==> config.mk <==
export PLATFORM = sky130hd
export DESIGN_NAME = playfield_video_generator_flat
export DESIGN_NICKNAME = d
export VERILOG_FILES = /design/src/rtl/pvg_pkg.sv /design/src/rtl/pvg_if.sv /design/src/rtl/playfield_video_generator.sv /design/src/rtl/pvg_regs.sv /design/src/rtl/pvg_pixel.sv /design/src/rtl/pvg_out_buf.sv /design/src/flat_wrapper.sv
export SDC_FILE = /design/constraint.sdc
export NUM_CORES = 1
export LEC_CHECK = 0
export ABC_AREA = 1
export BUFFER_PORTS_ARGS = -buffer_cell sky130_fd_sc_hd__buf_4
export CORE_MARGIN = 2
export CORE_UTILIZATION = 58
export DETAILED_ROUTE_END_ITERATION = 10
export PLACE_DENSITY = 0.92
export SLEW_MARGIN = 5
export SYNTH_ARGS = -nofsm -noshare
export SYNTH_HDL_FRONTEND = slang
export SYNTH_SLANG_ARGS = --single-unit
==> constraint.sdc <==
create_clock -name clk_i -period 3.4 [get_ports clk_i]
set_clock_uncertainty 0.05 [all_clocks]
set_input_delay 0 -clock clk_i [delete_from_list [all_inputs] [get_ports clk_i]]
set_output_delay 0 -clock clk_i [all_outputs]
set_load 0.02 [all_outputs]
==> src/rtl/pvg_pkg.sv <==
// Package of the playfield video generator: item and result types,
// register addresses, error codes and the shared state bundle. No dependencies.
package pvg_pkg;

  localparam int unsigned PatWidth   = 40;
  localparam int unsigned LeftWidth  = 20;
  localparam int unsigned PosWidth   = 6;

  localparam logic [7:0] HblankReset = 8'd68;
  localparam logic [3:0] SyncReset   = 4'd3;
  localparam logic [7:0] BlankBadBits = 8'h3C;

  typedef enum logic [0:0] {
    CFG_HBLANK = 1'b0,
    CFG_SYNC   = 1'b1
  } pvg_cfg_e;

  typedef enum logic [0:0] {
    KIND_TICK  = 1'b0,
    KIND_WRITE = 1'b1
  } pvg_kind_e;

  typedef enum logic [5:0] {
    ADDR_VSYNC  = 6'h00,
    ADDR_VBLANK = 6'h01,
    ADDR_WSYNC  = 6'h02,
    ADDR_COLUPF = 6'h08,
    ADDR_COLUBK = 6'h09,
    ADDR_CTRLPF = 6'h0A,
    ADDR_PF0    = 6'h0D,
    ADDR_PF1    = 6'h0E,
    ADDR_PF2    = 6'h0F
  } pvg_addr_e;

  typedef enum logic [2:0] {
    ERR_NONE       = 3'd0,
    ERR_NO_SYNC    = 3'd1,
    ERR_SYNC_LONG  = 3'd2,
    ERR_BAD_SYNC   = 3'd3,
    ERR_BAD_BLANK  = 3'd4,
    ERR_UNMAPPED   = 3'd5
  } pvg_err_e;

  typedef struct packed {
    logic       kind;
    logic [5:0] reg_addr;
    logic [7:0] reg_value;
    logic [7:0] beam_x;
    logic [8:0] beam_y;
  } pvg_item_t;

  typedef struct packed {
    logic       pixel_valid;
    logic       pixel_blank;
    logic [7:0] pixel_color;
    logic       halt_request;
    pvg_err_e   error_code;
  } pvg_result_t;

  // Programmed state seen by the pixel path
  typedef struct packed {
    logic [7:0]           hblank_clocks;
    logic [3:0]           sync_line_count;
    logic [LeftWidth-1:0] left_pattern;
    logic                 reflect_flag;
    logic [7:0]           fore_color;
    logic [7:0]           back_color;
    logic                 sync_active;
    logic                 blank_active;
  } pvg_state_t;

endpackage

==> src/rtl/pvg_if.sv <==
// Valid/ready stream interfaces for the input items and the result items.
// Depends on nothing.
interface pvg_in_if;
  logic       valid;
  logic       ready;
  logic       kind;
  logic [5:0] reg_addr;
  logic [7:0] reg_value;
  logic [7:0] beam_x;
  logic [8:0] beam_y;

  modport source (output valid, kind, reg_addr, reg_value, beam_x, beam_y, input ready);
  modport sink   (input valid, kind, reg_addr, reg_value, beam_x, beam_y, output ready);
endinterface

interface pvg_out_if;
  logic       valid;
  logic       ready;
  logic       pixel_valid;
  logic       pixel_blank;
  logic [7:0] pixel_color;
  logic       halt_request;
  logic [2:0] error_code;

  modport source (output valid, pixel_valid, pixel_blank, pixel_color, halt_request,
                  error_code, input ready);
  modport sink   (input valid, pixel_valid, pixel_blank, pixel_color, halt_request,
                  error_code, output ready);
endinterface

==> src/rtl/playfield_video_generator.sv <==
// Top level of the playfield video generator: register file, pixel path and
// result buffer. Depends on pvg_pkg, pvg_if, pvg_regs, pvg_pixel, pvg_out_buf.
//
// Usage:
//   in_i  carries items: a register write (kind 1: reg_addr, reg_value) or a
//         pixel-clock tick (kind 0: beam_x, beam_y). Every item gives exactly
//         one result item on out_o.
//   out_o carries results: pixel_valid/pixel_blank/pixel_color for ticks,
//         halt_request for a wait-for-sync write, error_code for both.
//   cfg_*  write hblank_clocks (index 0) and sync_line_count (index 1); write
//         them only while no item is in flight.
// Timing: the result of an item is registered at the edge that accepts it.
//   Throughput: one item per cycle while out_o.ready is high, set by the
//   single combinational pass between input handshake and output register.
// Reset: all chip registers clear, hblank_clocks returns to 68 and
//   sync_line_count to 3, the result buffer empties.
// Stall: a result waiting at the output is held; one more item is taken into
//   the skid register, after which in_i.ready drops until the receiver drains.
module playfield_video_generator (
  input  logic       clk_i,
  input  logic       rst_ni,
  input  logic       cfg_we_i,
  input  logic [0:0] cfg_idx_i,
  input  logic [7:0] cfg_data_i,
  pvg_in_if.sink     in_i,
  pvg_out_if.source  out_o
);
  import pvg_pkg::*;

  pvg_item_t   item;
  pvg_state_t  state;
  pvg_result_t wr_res, px_res, res;
  pvg_result_t out_res;
  logic        in_ready, accept;

  // Gather the payload of the input channel
  assign item = '{kind: in_i.kind, reg_addr: in_i.reg_addr, reg_value: in_i.reg_value,
                  beam_x: in_i.beam_x, beam_y: in_i.beam_y};

  assign in_i.ready = in_ready;
  assign accept     = in_i.valid && in_ready;

  // Chip registers advance on an accepted write; ticks read the old state
  pvg_regs u_regs (
    .clk_i      (clk_i),
    .rst_ni     (rst_ni),
    .cfg_we_i   (cfg_we_i),
    .cfg_idx_i  (cfg_idx_i),
    .cfg_data_i (cfg_data_i),
    .accept_i   (accept),
    .item_i     (item),
    .state_o    (state),
    .wr_res_o   (wr_res)
  );

  pvg_pixel u_pixel (
    .item_i   (item),
    .state_i  (state),
    .px_res_o (px_res)
  );

  // Select the result by item kind
  assign res = (item.kind == KIND_WRITE) ? wr_res : px_res;

  pvg_out_buf u_out_buf (
    .clk_i       (clk_i),
    .rst_ni      (rst_ni),
    .in_valid_i  (in_i.valid),
    .in_ready_o  (in_ready),
    .in_res_i    (res),
    .out_valid_o (out_o.valid),
    .out_ready_i (out_o.ready),
    .out_res_o   (out_res)
  );

  assign out_o.pixel_valid  = out_res.pixel_valid;
  assign out_o.pixel_blank  = out_res.pixel_blank;
  assign out_o.pixel_color  = out_res.pixel_color;
  assign out_o.halt_request = out_res.halt_request;
  assign out_o.error_code   = out_res.error_code;

  a_tick_no_halt: assert property (@(posedge clk_i) disable iff (!rst_ni)
    (out_o.valid && out_o.pixel_valid) |-> !out_o.halt_request)
    else $error("tick result raised halt request");
  a_blank_black: assert property (@(posedge clk_i) disable iff (!rst_ni)
    (out_o.valid && out_o.pixel_blank) |-> (out_o.pixel_color == 8'd0 && out_o.pixel_valid))
    else $error("blank pixel carries colour");
  a_write_no_pixel: assert property (@(posedge clk_i) disable iff (!rst_ni)
    (out_o.valid && !out_o.pixel_valid) |-> (out_o.pixel_color == 8'd0 && !out_o.pixel_blank))
    else $error("write result carries pixel data");

endmodule

==> src/rtl/pvg_regs.sv <==
// Configuration and chip register file of the playfield video generator,
// with the write decoder. Depends on pvg_pkg.
module pvg_regs (
  input  logic                clk_i,
  input  logic                rst_ni,
  input  logic                cfg_we_i,
  input  logic [0:0]          cfg_idx_i,
  input  logic [7:0]          cfg_data_i,
  input  logic                accept_i,
  input  pvg_pkg::pvg_item_t  item_i,
  output pvg_pkg::pvg_state_t state_o,
  output pvg_pkg::pvg_result_t wr_res_o
);
  import pvg_pkg::*;

  pvg_state_t state_d, state_q;
  pvg_result_t res;

  always_comb begin
    state_d = state_q;
    res     = '{pixel_valid: 1'b0, pixel_blank: 1'b0, pixel_color: 8'd0,
                halt_request: 1'b0, error_code: ERR_NONE};
    case (item_i.reg_addr)
      ADDR_VSYNC: begin
        if (item_i.reg_value != 8'd0 && item_i.reg_value != 8'd2) begin
          res.error_code = ERR_BAD_SYNC;
        end else begin
          state_d.sync_active = item_i.reg_value[1];
        end
      end
      ADDR_VBLANK: begin
        if ((item_i.reg_value & BlankBadBits) != 8'd0) begin
          res.error_code = ERR_BAD_BLANK;
        end else begin
          state_d.blank_active = item_i.reg_value[1];
        end
      end
      ADDR_WSYNC:  res.halt_request = 1'b1;
      ADDR_COLUPF: state_d.fore_color = item_i.reg_value;
      ADDR_COLUBK: state_d.back_color = item_i.reg_value;
      ADDR_CTRLPF: state_d.reflect_flag = item_i.reg_value[0];
      ADDR_PF0:    state_d.left_pattern[3:0] = item_i.reg_value[7:4];
      ADDR_PF1:    state_d.left_pattern[11:4] = item_i.reg_value;
      ADDR_PF2:    state_d.left_pattern[19:12] = item_i.reg_value;
      default:     res.error_code = ERR_UNMAPPED;
    endcase
    // Only a write item may touch the chip registers
    if (!(accept_i && item_i.kind == KIND_WRITE)) begin
      state_d = state_q;
    end
    if (cfg_we_i) begin
      case (cfg_idx_i)
        CFG_HBLANK: state_d.hblank_clocks   = cfg_data_i;
        CFG_SYNC:   state_d.sync_line_count = cfg_data_i[3:0];
        default:    state_d = state_d;
      endcase
    end
  end

  always_ff @(posedge clk_i or negedge rst_ni) begin
    if (!rst_ni) begin
      state_q <= '{hblank_clocks: HblankReset, sync_line_count: SyncReset,
                   left_pattern: '0, reflect_flag: 1'b0, fore_color: 8'd0,
                   back_color: 8'd0, sync_active: 1'b0, blank_active: 1'b0};
    end else begin
      state_q <= state_d;
    end
  end

  assign state_o  = state_q;
  assign wr_res_o = res;

endmodule

==> src/rtl/pvg_pixel.sv <==
// Pixel path: sync-length check, blanking, playfield pattern lookup and
// colour selection for one tick. Depends on pvg_pkg.
module pvg_pixel (
  input  pvg_pkg::pvg_item_t   item_i,
  input  pvg_pkg::pvg_state_t  state_i,
  output pvg_pkg::pvg_result_t px_res_o
);
  import pvg_pkg::*;

  logic [LeftWidth-1:0] right_pat;
  logic [PatWidth-1:0]  line_pat;
  logic [7:0]           vis_x;
  logic [PosWidth-1:0]  pos;
  logic                 pf_hit;
  logic [8:0]           slc_ext;

  always_comb begin
    for (int k = 0; k < LeftWidth; k++) begin
      right_pat[k] = state_i.reflect_flag ? state_i.left_pattern[LeftWidth-1-k]
                                          : state_i.left_pattern[k];
    end
  end

  assign line_pat = {right_pat, state_i.left_pattern};
  assign vis_x    = item_i.beam_x - state_i.hblank_clocks;
  assign pos      = vis_x[7:2];
  assign pf_hit   = (item_i.beam_x >= state_i.hblank_clocks) &&
                    (pos < PosWidth'(PatWidth)) && line_pat[pos];
  assign slc_ext  = {5'd0, state_i.sync_line_count};

  always_comb begin
    px_res_o = '{pixel_valid: 1'b1, pixel_blank: 1'b0, pixel_color: 8'd0,
                 halt_request: 1'b0, error_code: ERR_NONE};
    if (item_i.beam_y != 9'd0 && item_i.beam_y < slc_ext && !state_i.sync_active) begin
      px_res_o.error_code = ERR_NO_SYNC;
    end else if (item_i.beam_y > slc_ext && state_i.sync_active) begin
      px_res_o.error_code = ERR_SYNC_LONG;
    end
    if (state_i.blank_active) begin
      px_res_o.pixel_blank = 1'b1;
    end else begin
      px_res_o.pixel_color = pf_hit ? state_i.fore_color : state_i.back_color;
    end
  end

endmodule

==> src/rtl/pvg_out_buf.sv <==
// Two-entry result buffer: output register plus skid register, so the input
// side never waits on the receiver combinationally. Depends on pvg_pkg.
module pvg_out_buf (
  input  logic                 clk_i,
  input  logic                 rst_ni,
  input  logic                 in_valid_i,
  output logic                 in_ready_o,
  input  pvg_pkg::pvg_result_t in_res_i,
  output logic                 out_valid_o,
  input  logic                 out_ready_i,
  output pvg_pkg::pvg_result_t out_res_o
);
  import pvg_pkg::*;

  logic        out_v_q, out_v_d, skid_v_q, skid_v_d;
  pvg_result_t out_q, out_d, skid_q, skid_d;
  logic        in_fire, out_fire;

  assign in_ready_o = !skid_v_q;
  assign in_fire    = in_valid_i && in_ready_o;
  assign out_fire   = out_v_q && out_ready_i;

  always_comb begin
    out_v_d  = out_v_q;
    skid_v_d = skid_v_q;
    out_d    = out_q;
    skid_d   = skid_q;
    if (out_fire) begin
      if (skid_v_q) begin
        out_d    = skid_q;
        skid_v_d = 1'b0;
      end else begin
        out_v_d = in_fire;
        out_d   = in_res_i;
      end
    end else if (!out_v_q) begin
      out_v_d = in_fire;
      out_d   = in_res_i;
    end else if (in_fire) begin
      skid_v_d = 1'b1;
      skid_d   = in_res_i;
    end
  end

  always_ff @(posedge clk_i or negedge rst_ni) begin
    if (!rst_ni) begin
      out_v_q  <= 1'b0;
      skid_v_q <= 1'b0;
    end else begin
      out_v_q  <= out_v_d;
      skid_v_q <= skid_v_d;
    end
  end

  always_ff @(posedge clk_i) begin
    out_q  <= out_d;
    skid_q <= skid_d;
  end

  assign out_valid_o = out_v_q;
  assign out_res_o   = out_q;

  a_skid_needs_out: assert property (@(posedge clk_i) disable iff (!rst_ni)
    skid_v_q |-> out_v_q) else $error("skid entry without output entry");
  a_stall_fills_skid: assert property (@(posedge clk_i) disable iff (!rst_ni)
    (in_fire && out_v_q && !out_ready_i) |=> skid_v_q)
    else $error("item lost while output stalled");
  a_skid_drains_first: assert property (@(posedge clk_i) disable iff (!rst_ni)
    (out_fire && skid_v_q) |=> (out_v_q && out_q == $past(skid_q)))
    else $error("skid entry not moved to output");

endmodule
==> src/flat_wrapper.sv <==
// flat-port wrapper written by rule: the top's interface ports become plain ports
module playfield_video_generator_flat import pvg_pkg::*;
  (clk_i, rst_ni, cfg_we_i, cfg_idx_i, cfg_data_i, in_i_valid, in_i_kind, in_i_reg_addr, in_i_reg_value, in_i_beam_x, in_i_beam_y, in_i_ready, out_o_valid, out_o_pixel_valid, out_o_pixel_blank, out_o_pixel_color, out_o_halt_request, out_o_error_code, out_o_ready);
  pvg_in_if in_i_i ();
  pvg_out_if out_o_i ();
  input  logic clk_i;
  input  logic rst_ni;
  input  logic cfg_we_i;
  input  logic [0:0] cfg_idx_i;
  input  logic [7:0] cfg_data_i;
  input wire logic [$bits(in_i_i.valid)-1:0] in_i_valid;
  input wire logic [$bits(in_i_i.kind)-1:0] in_i_kind;
  input wire logic [$bits(in_i_i.reg_addr)-1:0] in_i_reg_addr;
  input wire logic [$bits(in_i_i.reg_value)-1:0] in_i_reg_value;
  input wire logic [$bits(in_i_i.beam_x)-1:0] in_i_beam_x;
  input wire logic [$bits(in_i_i.beam_y)-1:0] in_i_beam_y;
  output wire logic [$bits(in_i_i.ready)-1:0] in_i_ready;
  output wire logic [$bits(out_o_i.valid)-1:0] out_o_valid;
  output wire logic [$bits(out_o_i.pixel_valid)-1:0] out_o_pixel_valid;
  output wire logic [$bits(out_o_i.pixel_blank)-1:0] out_o_pixel_blank;
  output wire logic [$bits(out_o_i.pixel_color)-1:0] out_o_pixel_color;
  output wire logic [$bits(out_o_i.halt_request)-1:0] out_o_halt_request;
  output wire logic [$bits(out_o_i.error_code)-1:0] out_o_error_code;
  input wire logic [$bits(out_o_i.ready)-1:0] out_o_ready;
  assign in_i_i.valid = in_i_valid;
  assign in_i_i.kind = in_i_kind;
  assign in_i_i.reg_addr = in_i_reg_addr;
  assign in_i_i.reg_value = in_i_reg_value;
  assign in_i_i.beam_x = in_i_beam_x;
  assign in_i_i.beam_y = in_i_beam_y;
  assign in_i_ready = in_i_i.ready;
  assign out_o_valid = out_o_i.valid;
  assign out_o_pixel_valid = out_o_i.pixel_valid;
  assign out_o_pixel_blank = out_o_i.pixel_blank;
  assign out_o_pixel_color = out_o_i.pixel_color;
  assign out_o_halt_request = out_o_i.halt_request;
  assign out_o_error_code = out_o_i.error_code;
  assign out_o_i.ready = out_o_ready;
  playfield_video_generator u_core (.clk_i(clk_i), .rst_ni(rst_ni), .cfg_we_i(cfg_we_i), .cfg_idx_i(cfg_idx_i), .cfg_data_i(cfg_data_i), .in_i(in_i_i), .out_o(out_o_i));
endmodule
==> impl_metrics.yaml, run 1 <==
cells_and_area:
  finish.cell_count_without_fillers: 759
  mostFrequentLayoutCell: "nand2_1"
  number_of_nets_in_the_final_layout: 710
  flow.area_growth_from_synthesis_pct: 21.5
  top_library_cells_by_usage_in_the_layout_fill_and_taps_aside: "nand2_1, inv_1, buf_4"
  final_layout_size_suffix_gt1_share_pct: 16.1
  count_of_inserted_antenna_diode_cells: 0
  fillers: 531
timing:
  worst_hold_slack_ns: -0.00204
  final-max-slew-violation-count: 0
  final.min_clock_period_ns: 3.05
  timing.setup.tns_ns: 0
  max_slew_margin_pct: 43.8
  unrepaired_setup_endpoints_after_global_routing: "false"
  fin_crit_sh_pct: 89.8
  hold_viol_final: 1
  report.final.setup_viol: 0
  timing.fmax_mhz: 327
  timing_worst_slew_pin_value_ns: 0.841
job:
  maxCapViolations: 0
power_and_ir_drop:
  power.clock.fraction_pct: 30.4
  max-vdd-ir-drop_mv: 0.255
  power.static_leakage_nw: 2.69
  p_comb_share_pct: 26.0
  power.switching_fraction_pct: 33.2
  pwr-share-seq_pct: 43.6
  p_int_mw: 1.62
  power_density_nw_per_um2: 440
  switchingPower_uw: 807
logic_synthesis:
  post_synth_edffs: 28
  asyncSetResetFlopFracSynth_pct: 65.4
  synth_area_sq_um: 4550
  netlist_instances: 567
  yosys-top-cells-area: "dfrtp_1, edfxtp_1, nand2_1"
  yosys_register_bits: 81
  sequential_to_total_area_share_from_yosys_stat_pct: 47.8
  share_of_the_synthesized_area_in_the_top_cell_type_pct: 27.0
  synth.avg_cell_area_sq_um: 8.02
  ys.flop_type: "dfrtp_1"
  synth_nets: 625
  netlist.top_cell.by_area: "dfrtp_1"
  netlist-cell-type-count: 38
  synth.yosys.warnings: 0
clocking:
  clk-insertion-delay-late_ns: 0.36
  ctsLongestPathBuffers: 2
  ctsHtreeMaxLevel: 3
  tritoncts: "yes"
  cts-buffers-inserted: 9
  cts.sinks: 81
  cts.repair_timing.setup_buffer_count: 0
  clkSlewWorstSetupHoldPaths_ns: 0.09
  cts.root.buffer_cell: "clkbuf_8"
  cts_hold_buf: 26
  cts_repair_resize_count: 0
global_route:
  grt_start_max_net_pins: 54
  first_global_vias: 4181
  grt_first_pass_wirelength_um: 19600
  grt.met1_usage_pct: 37.1
  grt_use_met3_pct: 4.39
  antenna_violations_before_repair: 0
  groute.usage.overall_pct: 29.0
  groute.layer.met2.usage_pct: 49.7
  gr_ovfl_total: 0
  busiest_layer: "met2"
die:
  row_count: 32
  die_span_in_x_um: 92.5
  io_pins: 62
  start_util_pct: 59.5
  floorplan.die_area_sq_um: 8560
  core_region_area_sq_um: 7650
  die_height_um: 92.5
detailed_routing:
  avgViaCountPerCell: 5.65
  via_count: 4292
  drc: 0
  ant_nets: 0
  dr.pass1.iters: 5
  wl_per_cell_um: 15.6
  detail_route.iter0.violations: 521
  routed_wl_um: 11900
critical_path:
  worstPathRequired_ns: 3.54
  crit_type: "reg2reg"
  timing.critical_path.fanout_max: 25
  endpoint_kind: "register"
  start_kind: "register"
  arrival_time_reported_for_the_critical_path_endpoint_ns: 3.20
outcome:
  outcome: "finished with violations"
  failed_checks: "negative hold slack"
worst_hold_path:
  worstHoldPathType: "in2reg"
placement:
  place.detailed.hpwl_um: 7940
  dp.cells: 717
  routabilityCongestion: 1.03
  port_buffers: 61
==> layout make-up <==
type	instances	area [sq um]	area share, %
Tap cell	102	128	2.31
Inverter	87	329	5.96
Multi-Input combinational cell	383	1950	35.4
Sequential cell	81	2170	39.3
Clock inverter	7	77.6	1.40
Timing Repair Buffer	90	741	13.4
Clock buffer	9	124	2.24
==> metal layers <==
layer	wire length, um	vias up
li1	-	2036
met1	4690	2008
met2	5850	213
met3	952	35
met4	382	0
met5	0	-
==> stage by stage <==
step	area (sq um)	power [mW]	worst slack, ns	hold slack, ns	util [%]
2_1_floorplan	4550	1.52	0.858	-0.346	-
3_3_place_gp	5060	1.66	0.550	0.0263	66.2
3_5_place_dp	5060	1.68	0.462	0.0392	66.2
4_1_cts	5520	2.42	0.373	0.000515	72.2
5_1_grt	5520	2.54	0.106	0.0303	72.2
6_report	5520	2.43	0.345	-0.00204	72.2
==> state kept, by name, indices dropped and copies added, names as in the netlist <==
| register | count |
|---|---|
| u_core.u_out_buf.out_res_o | 14 |
| u_core.u_out_buf.out_valid_o | 1 |
| u_core.u_out_buf.skid_q | 14 |
| u_core.u_out_buf.skid_v_q | 1 |
| u_core.u_regs.state_o | 51 |
==> power groups by stage <==
stage	combinational [mW]	clock [mW]	sequential, mW
after floorplan	0.424	0	1.10
after global placement	0.579	0	1.08
after detailed placement	0.598	0	1.08
after CTS	0.622	0.736	1.06
after global routing	0.706	0.773	1.06
final	0.632	0.740	1.06
==> critical path: stages, from the launching register on <==
cell      delay (ns)
dfstp_2         0.55
inv_1           0.04
ha_1            0.34
nand2_2         0.28
nand2_4         0.24
nand2_1         0.12
o21ai_0         0.11
o211ai_1        0.19
nand2_1         0.12
o21ai_4         0.26
nand3_4         0.16
nand2_1         0.10
nand3_1         0.12
a21oi_1         0.21
==> cell usage after synthesis, types with 5 or more instances <==
library cell / number
a21oi_1: 25
buf_2: 5
clkbuf_1: 7
dfrtp_1: 49
edfxtp_1: 28
ha_1: 12
inv_1: 84
mux2_2: 5
nand2_1: 141
nand2_2: 7
nand3_1: 54
nand4_1: 11
nor2_1: 31
o21ai_0: 63
==> path summary, 6_finish.rpt <==
kind / to / cells after the start / slack, ns / startpoint
setup reg to reg: u_core.u_out_buf.out_res_o[7]$_DFFE_PN_ / 13 / 0.35 / u_core.u_regs.state_o[45]$_DFFE_PN1P_
hold reg to reg: u_core.u_regs.state_o[49]$_DFFE_PN1P_ / 2 / 0.43 / u_core.u_regs.state_o[49]$_DFFE_PN1P_
max in group asynchronous: u_core.u_regs.state_o[38]$_DFFE_PN0P_ / 2 / 2.66 / rst_ni
setup / recovery: u_core.u_out_buf.out_res_o[7]$_DFFE_PN_ / 13 / 0.35 / u_core.u_regs.state_o[45]$_DFFE_PN1P_
hold / removal: u_core.u_regs.state_o[39]$_DFFE_PN1P_ / 4 / -0.002 / cfg_idx_i
min in group asynchronous: u_core.u_regs.state_o[24]$_DFFE_PN0P_ / 2 / 0.17 / rst_ni
==> cells by family (layout without fill, tap and decap cells) <==
group,after synthesis,count (layout),synth area share [%]
fa+ha+maj,12,12,3.30
compound gates,105,105,12.7
xor+xnor,1,1,0.358
simple gates,260,260,25.3
flops,81,81,47.8
mux,5,5,1.24
buf+inv,103,193,9.27
No activity file was read; power rests on OpenSTA's default activity.
==> run 2, diff against run 1 <==
RECOVER_POWER = 50   (was unset)
SLEW_MARGIN = 20   (was 5)
==> run 2 against run 1 <==
Net effect: the flow still finishes with violations (negative hold slack); critical path depth unchanged; via count up 1.1%; non-clock buffer count unchanged; register-to-register slack worse by 0.02 ns; worst hold slack better by 0.0018 ns; clock power about the same.
==> impl_metrics.yaml, run 2 (synthesis results as in run 1) <==
outcome:
  outcome: "finished with violations"
  failed_checks: "negative hold slack"
detailed_routing:
  drc: 0
  via_count: 4341
  ant_nets: 0
  detail_route.iter0.violations: 418
  avgViaCountPerCell: 5.72
  routed_wl_um: 11900
  dr.pass1.iters: 6
  wl_per_cell_um: 15.6
critical_path:
  start_kind: "register"
  depth_of_the_worst_register_to_register_path: 13
  crit-reg2reg-capture: "u_core.u_out_buf.out_res_o[7]$_DFFE_PN_"
  slack_of_the_worst_reg_to_reg_path_ns: 0.33
  crit_path_end: "u_core.u_out_buf.out_res_o[7]$_DFFE_PN_"
  crit_type: "reg2reg"
  arrival_time_reported_for_the_critical_path_endpoint_ns: 3.21
  worstSetupStartpoint: "u_core.u_regs.state_o[45]$_DFFE_PN1P_"
  timing.critical_path.fanout_max: 25
  regToRegStartpoint: "u_core.u_regs.state_o[45]$_DFFE_PN1P_"
  worstPathRequired_ns: 3.54
  endpoint_kind: "register"
clocking:
  ctsLongestPathBuffers: 2
  clkSlewWorstSetupHoldPaths_ns: 0.09
  cts.root.buffer_cell: "clkbuf_8"
  cts.sinks: 81
  tritoncts: "yes"
  clk-insertion-delay-late_ns: 0.36
  cts-buffers-inserted: 9
  ctsHtreeMaxLevel: 3
  cts_repair_resize_count: 0
power_and_ir_drop:
  switchingPower_uw: 807
  max-vdd-ir-drop_mv: 0.255
  p_int_mw: 1.61
  pwr-share-seq_pct: 43.8
  power.switching_fraction_pct: 33.4
  power.clock.fraction_pct: 30.5
  p_comb_share_pct: 25.7
  power_density_nw_per_um2: 443
  power.static_leakage_nw: 2.62
die:
  floorplan.die_area_sq_um: 8560
  io_pins: 62
  die_height_um: 92.5
  core_region_area_sq_um: 7650
  row_count: 32
  die_span_in_x_um: 92.5
  start_util_pct: 59.5
placement:
  routabilityCongestion: 1.03
  port_buffers: 61
  place.detailed.hpwl_um: 7940
timing:
  timing.fmax_mhz: 326
  hold_viol_final: 1
  max_slew_margin_pct: 10.6
  worst_hold_slack_ns: -0.000235
  final.min_clock_period_ns: 3.07
  unrepaired_setup_endpoints_after_global_routing: "false"
  fin_crit_sh_pct: 90.3
  timing_worst_slew_pin_value_ns: 1.34
  timing.setup.tns_ns: 0
  final-max-slew-violation-count: 0
  report.final.setup_viol: 0
job:
  maxCapViolations: 0
cells_and_area:
  utilization_pct: 71.4
  top_library_cells_by_usage_in_the_layout_fill_and_taps_aside: "nand2_1, inv_1, o21ai_0"
  number_of_flip_flops_under_the_largest_register_name: 51
  final_layout_size_suffix_gt1_share_pct: 13.4
  number_of_nets_in_the_final_layout: 710
  count_of_inserted_antenna_diode_cells: 0
  fillers: 555
  flow.area_growth_from_synthesis_pct: 20.0
  mostFrequentLayoutCell: "nand2_1"
global_route:
  antenna_violations_before_repair: 0
  grt_first_pass_wirelength_um: 19600
  groute.usage.overall_pct: 29.0
  gr_ovfl_total: 0
  first_global_vias: 4181
  grt_start_max_net_pins: 54
worst_hold_path:
  worstHoldPathType: "in2reg"
==> run 2: layer usage <==
layer  wire length [um]  GRT usage (%)
met1               4630           37.1
met4                367           11.6
met3               1030           4.39
met5                  0              0
met2               5840           49.7
==> run 2: worst min path at each step <==
stage / start / to / slack [ns] / cells after the start
floorplan: rst_ni / u_core.u_out_buf.out_valid_o$_DFFE_PN0P_ / -0.35 / 0
global placement: rst_ni / u_core.u_regs.state_o[50]$_DFFE_PN0P_ / 0.03 / 1
detailed placement: rst_ni / u_core.u_regs.state_o[24]$_DFFE_PN0P_ / 0.04 / 1
CTS: cfg_idx_i / u_core.u_regs.state_o[39]$_DFFE_PN1P_ / 0.0005 / 4
global route: in_i_reg_value[1] / u_core.u_regs.state_o[32]$_DFFE_PN0P_ / 0.03 / 3
finish: cfg_idx_i / u_core.u_regs.state_o[39]$_DFFE_PN1P_ / -0.0002 / 4
==> run 2: timing repair <==
item                      in CTS  in global routing
hold buffers                  26                  0
buffers inserted               0                  0
hold endpoints to repair      98                  0
==> run 2: power groups by stage <==
stage	combinational [mW]	sequential, mW	clock (mW)
3_5_place_dp	0.598	1.08	0
2_1_floorplan	0.424	1.10	0
6_report	0.622	1.06	0.737
3_3_place_gp	0.579	1.08	0
5_1_grt	0.694	1.06	0.773
4_1_cts	0.622	1.06	0.736
==> run 2: critical path, stage by stage, from the launching register on <==
cell and delay, ns:
dfstp_2 0.55, inv_1 0.04, ha_1 0.34, nand2_2 0.29
nand2_4 0.24, nand2_1 0.11, o21ai_0 0.12, o211ai_1 0.19
nand2_1 0.12, o21ai_4 0.27, nand3_4 0.16, nand2_1 0.10
nand3_1 0.12, a21oi_1 0.20
==> run 2: metrics by stage <==
step | cell area, sq um | cells | hold WS (ns) | power, mW | setup WS [ns]
2_1_floorplan | 4550 | 567 | -0.346 | 1.52 | 0.858
3_3_place_gp | 5060 | 717 | 0.0263 | 1.66 | 0.550
3_5_place_dp | 5060 | 717 | 0.0392 | 1.68 | 0.462
4_1_cts | 5520 | 759 | 0.000515 | 2.42 | 0.373
5_1_grt | 5460 | 759 | 0.0303 | 2.53 | 0.106
6_report | 5460 | 759 | -0.000235 | 2.42 | 0.329
==> run 2: area by class of cell <==
| type | count | area, sq um | area share (%) |
|---|---|---|---|
| sequential | 81 | 2170 | 39.8 |
| multi-input combinational | 383 | 1950 | 35.8 |
| timing repair buffer | 90 | 674 | 12.4 |
| inverter | 87 | 329 | 6.03 |
| tap | 102 | 128 | 2.34 |
| clock buffer | 9 | 124 | 2.27 |
| clock inverter | 7 | 77.6 | 1.42 |
==> run 3, diff against run 2 <==
CORE_UTILIZATION = 30   (was 58)
PLACE_DENSITY = 0.59   (was 0.92)
==> run 3 against run 2 <==
Net effect: the run now ends clean; first-iteration DRC count fell by 47%; register-to-register slack improved by 0.03 ns; critical path depth is the same; critical endpoint is now u_core.u_out_buf.out_res_o[9]$_DFFE_PN_; largest power group unchanged; highest routed layer unchanged.
==> impl_metrics.yaml, run 3 (synthesis results as in run 1) <==
placement:
  routabilityCongestion: 0.885
  port_buffers: 61
  place.detailed.hpwl_um: 8270
  dp.cells: 799
cells_and_area:
  finish.cell_count_without_fillers: 837
  multiInputGateArea_sq_um: 1950
  count_of_inserted_antenna_diode_cells: 0
  sequential_cell_area_sq_um: 2170
  number_of_nets_in_the_final_layout: 706
  mostFrequentLayoutCell: "nand2_1"
  number_of_flip_flops_under_the_largest_register_name: 51
  top_library_cells_by_usage_in_the_layout_fill_and_taps_aside: "nand2_1, inv_1, o21ai_0"
  fillers: 1542
  flow.area_growth_from_synthesis_pct: 23.1
  final_layout_size_suffix_gt1_share_pct: 13.5
die:
  floorplan.die_area_sq_um: 16200
  row_count: 44
  die_span_in_x_um: 127
  core_region_area_sq_um: 14600
  io_pins: 62
  start_util_pct: 31.0
  die_height_um: 127
critical_path:
  arrival_time_reported_for_the_critical_path_endpoint_ns: 3.16
  crit_type: "reg2reg"
  timing.critical_path.cells: "inv_1 -> ha_1 -> nand2_2 -> nand2_4 -> nand2_1 -> o21ai_0 -> o211ai_1 -> nand2_1 -> o21ai_4 -> nand3_4 -> nand2_1 -> nand3_1 -> a21oi_1"
  timing.critical_path.fanout_max: 25
  endpoint_kind: "register"
  start_kind: "register"
  worstPathRequired_ns: 3.52
  depth_of_the_worst_register_to_register_path: 13
  cp_slowest_stage_delay_ns: 0.53
  critical_path_buf_inv_count: 1
  path_delay_family: "simple AND/OR/NAND/NOR gates"
  crit_path_frequent_cell: "nand2_1"
  critical_path_depth: 13
  cp_slowest_cell: "dfstp_2"
clocking:
  cts_repair_resize_count: 0
  ctsLongestPathBuffers: 2
  cts.sinks: 81
  clk-insertion-delay-late_ns: 0.33
  clkSlewWorstSetupHoldPaths_ns: 0.07
  ctsHtreeMaxLevel: 3
  cts.root.buffer_cell: "clkbuf_16"
  tritoncts: "yes"
  cts-buffers-inserted: 9
outcome:
  outcome: "completed"
detailed_routing:
  wl_per_cell_um: 13.2
  drc: 0
  routed_wl_um: 11000
  ant_nets: 0
  detail_route.iter0.violations: 220
  avgViaCountPerCell: 4.80
  via_count: 4020
  dr.pass1.iters: 6
global_route:
  antenna_violations_before_repair: 0
  gr_ovfl_total: 0
  grt_first_pass_wirelength_um: 18300
  groute.usage.overall_pct: 13.9
  first_global_vias: 3915
  grt_start_max_net_pins: 54
power_and_ir_drop:
  power.static_leakage_nw: 2.64
  max-vdd-ir-drop_mv: 0.239
  power_density_nw_per_um2: 460
  total_power_mw: 2.57
timing:
  timing.setup.tns_ns: 0
  final.min_clock_period_ns: 3.04
  final-max-slew-violation-count: 0
  max_slew_margin_pct: 9.89
  hold_viol_final: 0
  report.final.setup_viol: 0
  timing.fmax_mhz: 329
  timing_worst_slew_pin_value_ns: 1.35
  unrepaired_setup_endpoints_after_global_routing: "false"
  fin_crit_sh_pct: 89.3
worst_hold_path:
  hold-path-cell-count: 3
  worstHoldPathType: "in2reg"
job:
  maxCapViolations: 0
run 3: path summary, 6_finish.rpt:
kind,from,endpoint,slack [ns]
worst min-delay path,in_i_reg_value[1],u_core.u_regs.state_o[0]$_DFFE_PN0P_,0.02
worst max-delay path,u_core.u_regs.state_o[45]$_DFFE_PN1P_,u_core.u_out_buf.out_res_o[9]$_DFFE_PN_,0.36
worst max register to register,u_core.u_regs.state_o[45]$_DFFE_PN1P_,u_core.u_out_buf.out_res_o[9]$_DFFE_PN_,0.36
max in group asynchronous,rst_ni,u_core.u_regs.state_o[22]$_DFFE_PN0P_,2.01
worst min register to register,u_core.u_regs.state_o[9]$_DFFE_PN0P_,u_core.u_regs.state_o[9]$_DFFE_PN0P_,0.44
min in group asynchronous,rst_ni,u_core.u_regs.state_o[33]$_DFFE_PN0P_,0.45
run 3: layout make-up:
cell class	instances	area share [%]
clock inverter	7	0.917
multi-input combinational	383	34.9
tap	184	4.11
sequential	81	38.8
clock buffer	9	4.03
inverter	87	5.88
timing repair buffer	86	11.3
run 3: per-stage QoR:
step / setup WS, ns / instance area [sq um] / utilization, % / hold slack, ns
5_1_grt: 0.0975 / 5600 / 38.2 / 0.0467
3_3_place_gp: 0.509 / 5160 / 35.3 / 0.0331
2_1_floorplan: 0.858 / 4550 / - / -0.346
3_5_place_dp: 0.397 / 5160 / 35.3 / 0.0434
6_report: 0.364 / 5600 / 38.2 / 0.0216
4_1_cts: 0.370 / 5660 / 38.7 / 0.00719
run 3: repair_timing:
item,CTS,global route
hold buffers,22,0
endpoints found under the hold margin,88,0
setup buffers,0,0
run 3: per-layer routing:
metal / routed length, um / part of all wire (%) / GRT usage, % / vias up
met5: 0 / 0 / 0 / -
met4: 210 / 1.9 / 4.78 / 0
met3: 345 / 3.1 / 2.26 / 16
met2: 5160 / 47 / 22.9 / 85
met1: 5300 / 48 / 18.8 / 1886
li1: - / - / - / 2033
run 3: worst min-delay path, delay by kind of cell:
kind | cells | cell delay [ns]
buf+inv | 2 | 0.19
compound gates | 1 | 0.18
run 3: power breakdown:
part | switching (mW) | leakage [nW] | total (mW) | internal [mW]
Clock | 0.402 | 0.134 | 0.901 | 0.500
Sequential | 0.0120 | 0.995 | 1.06 | 1.05
Combinational | 0.398 | 1.51 | 0.611 | 0.213
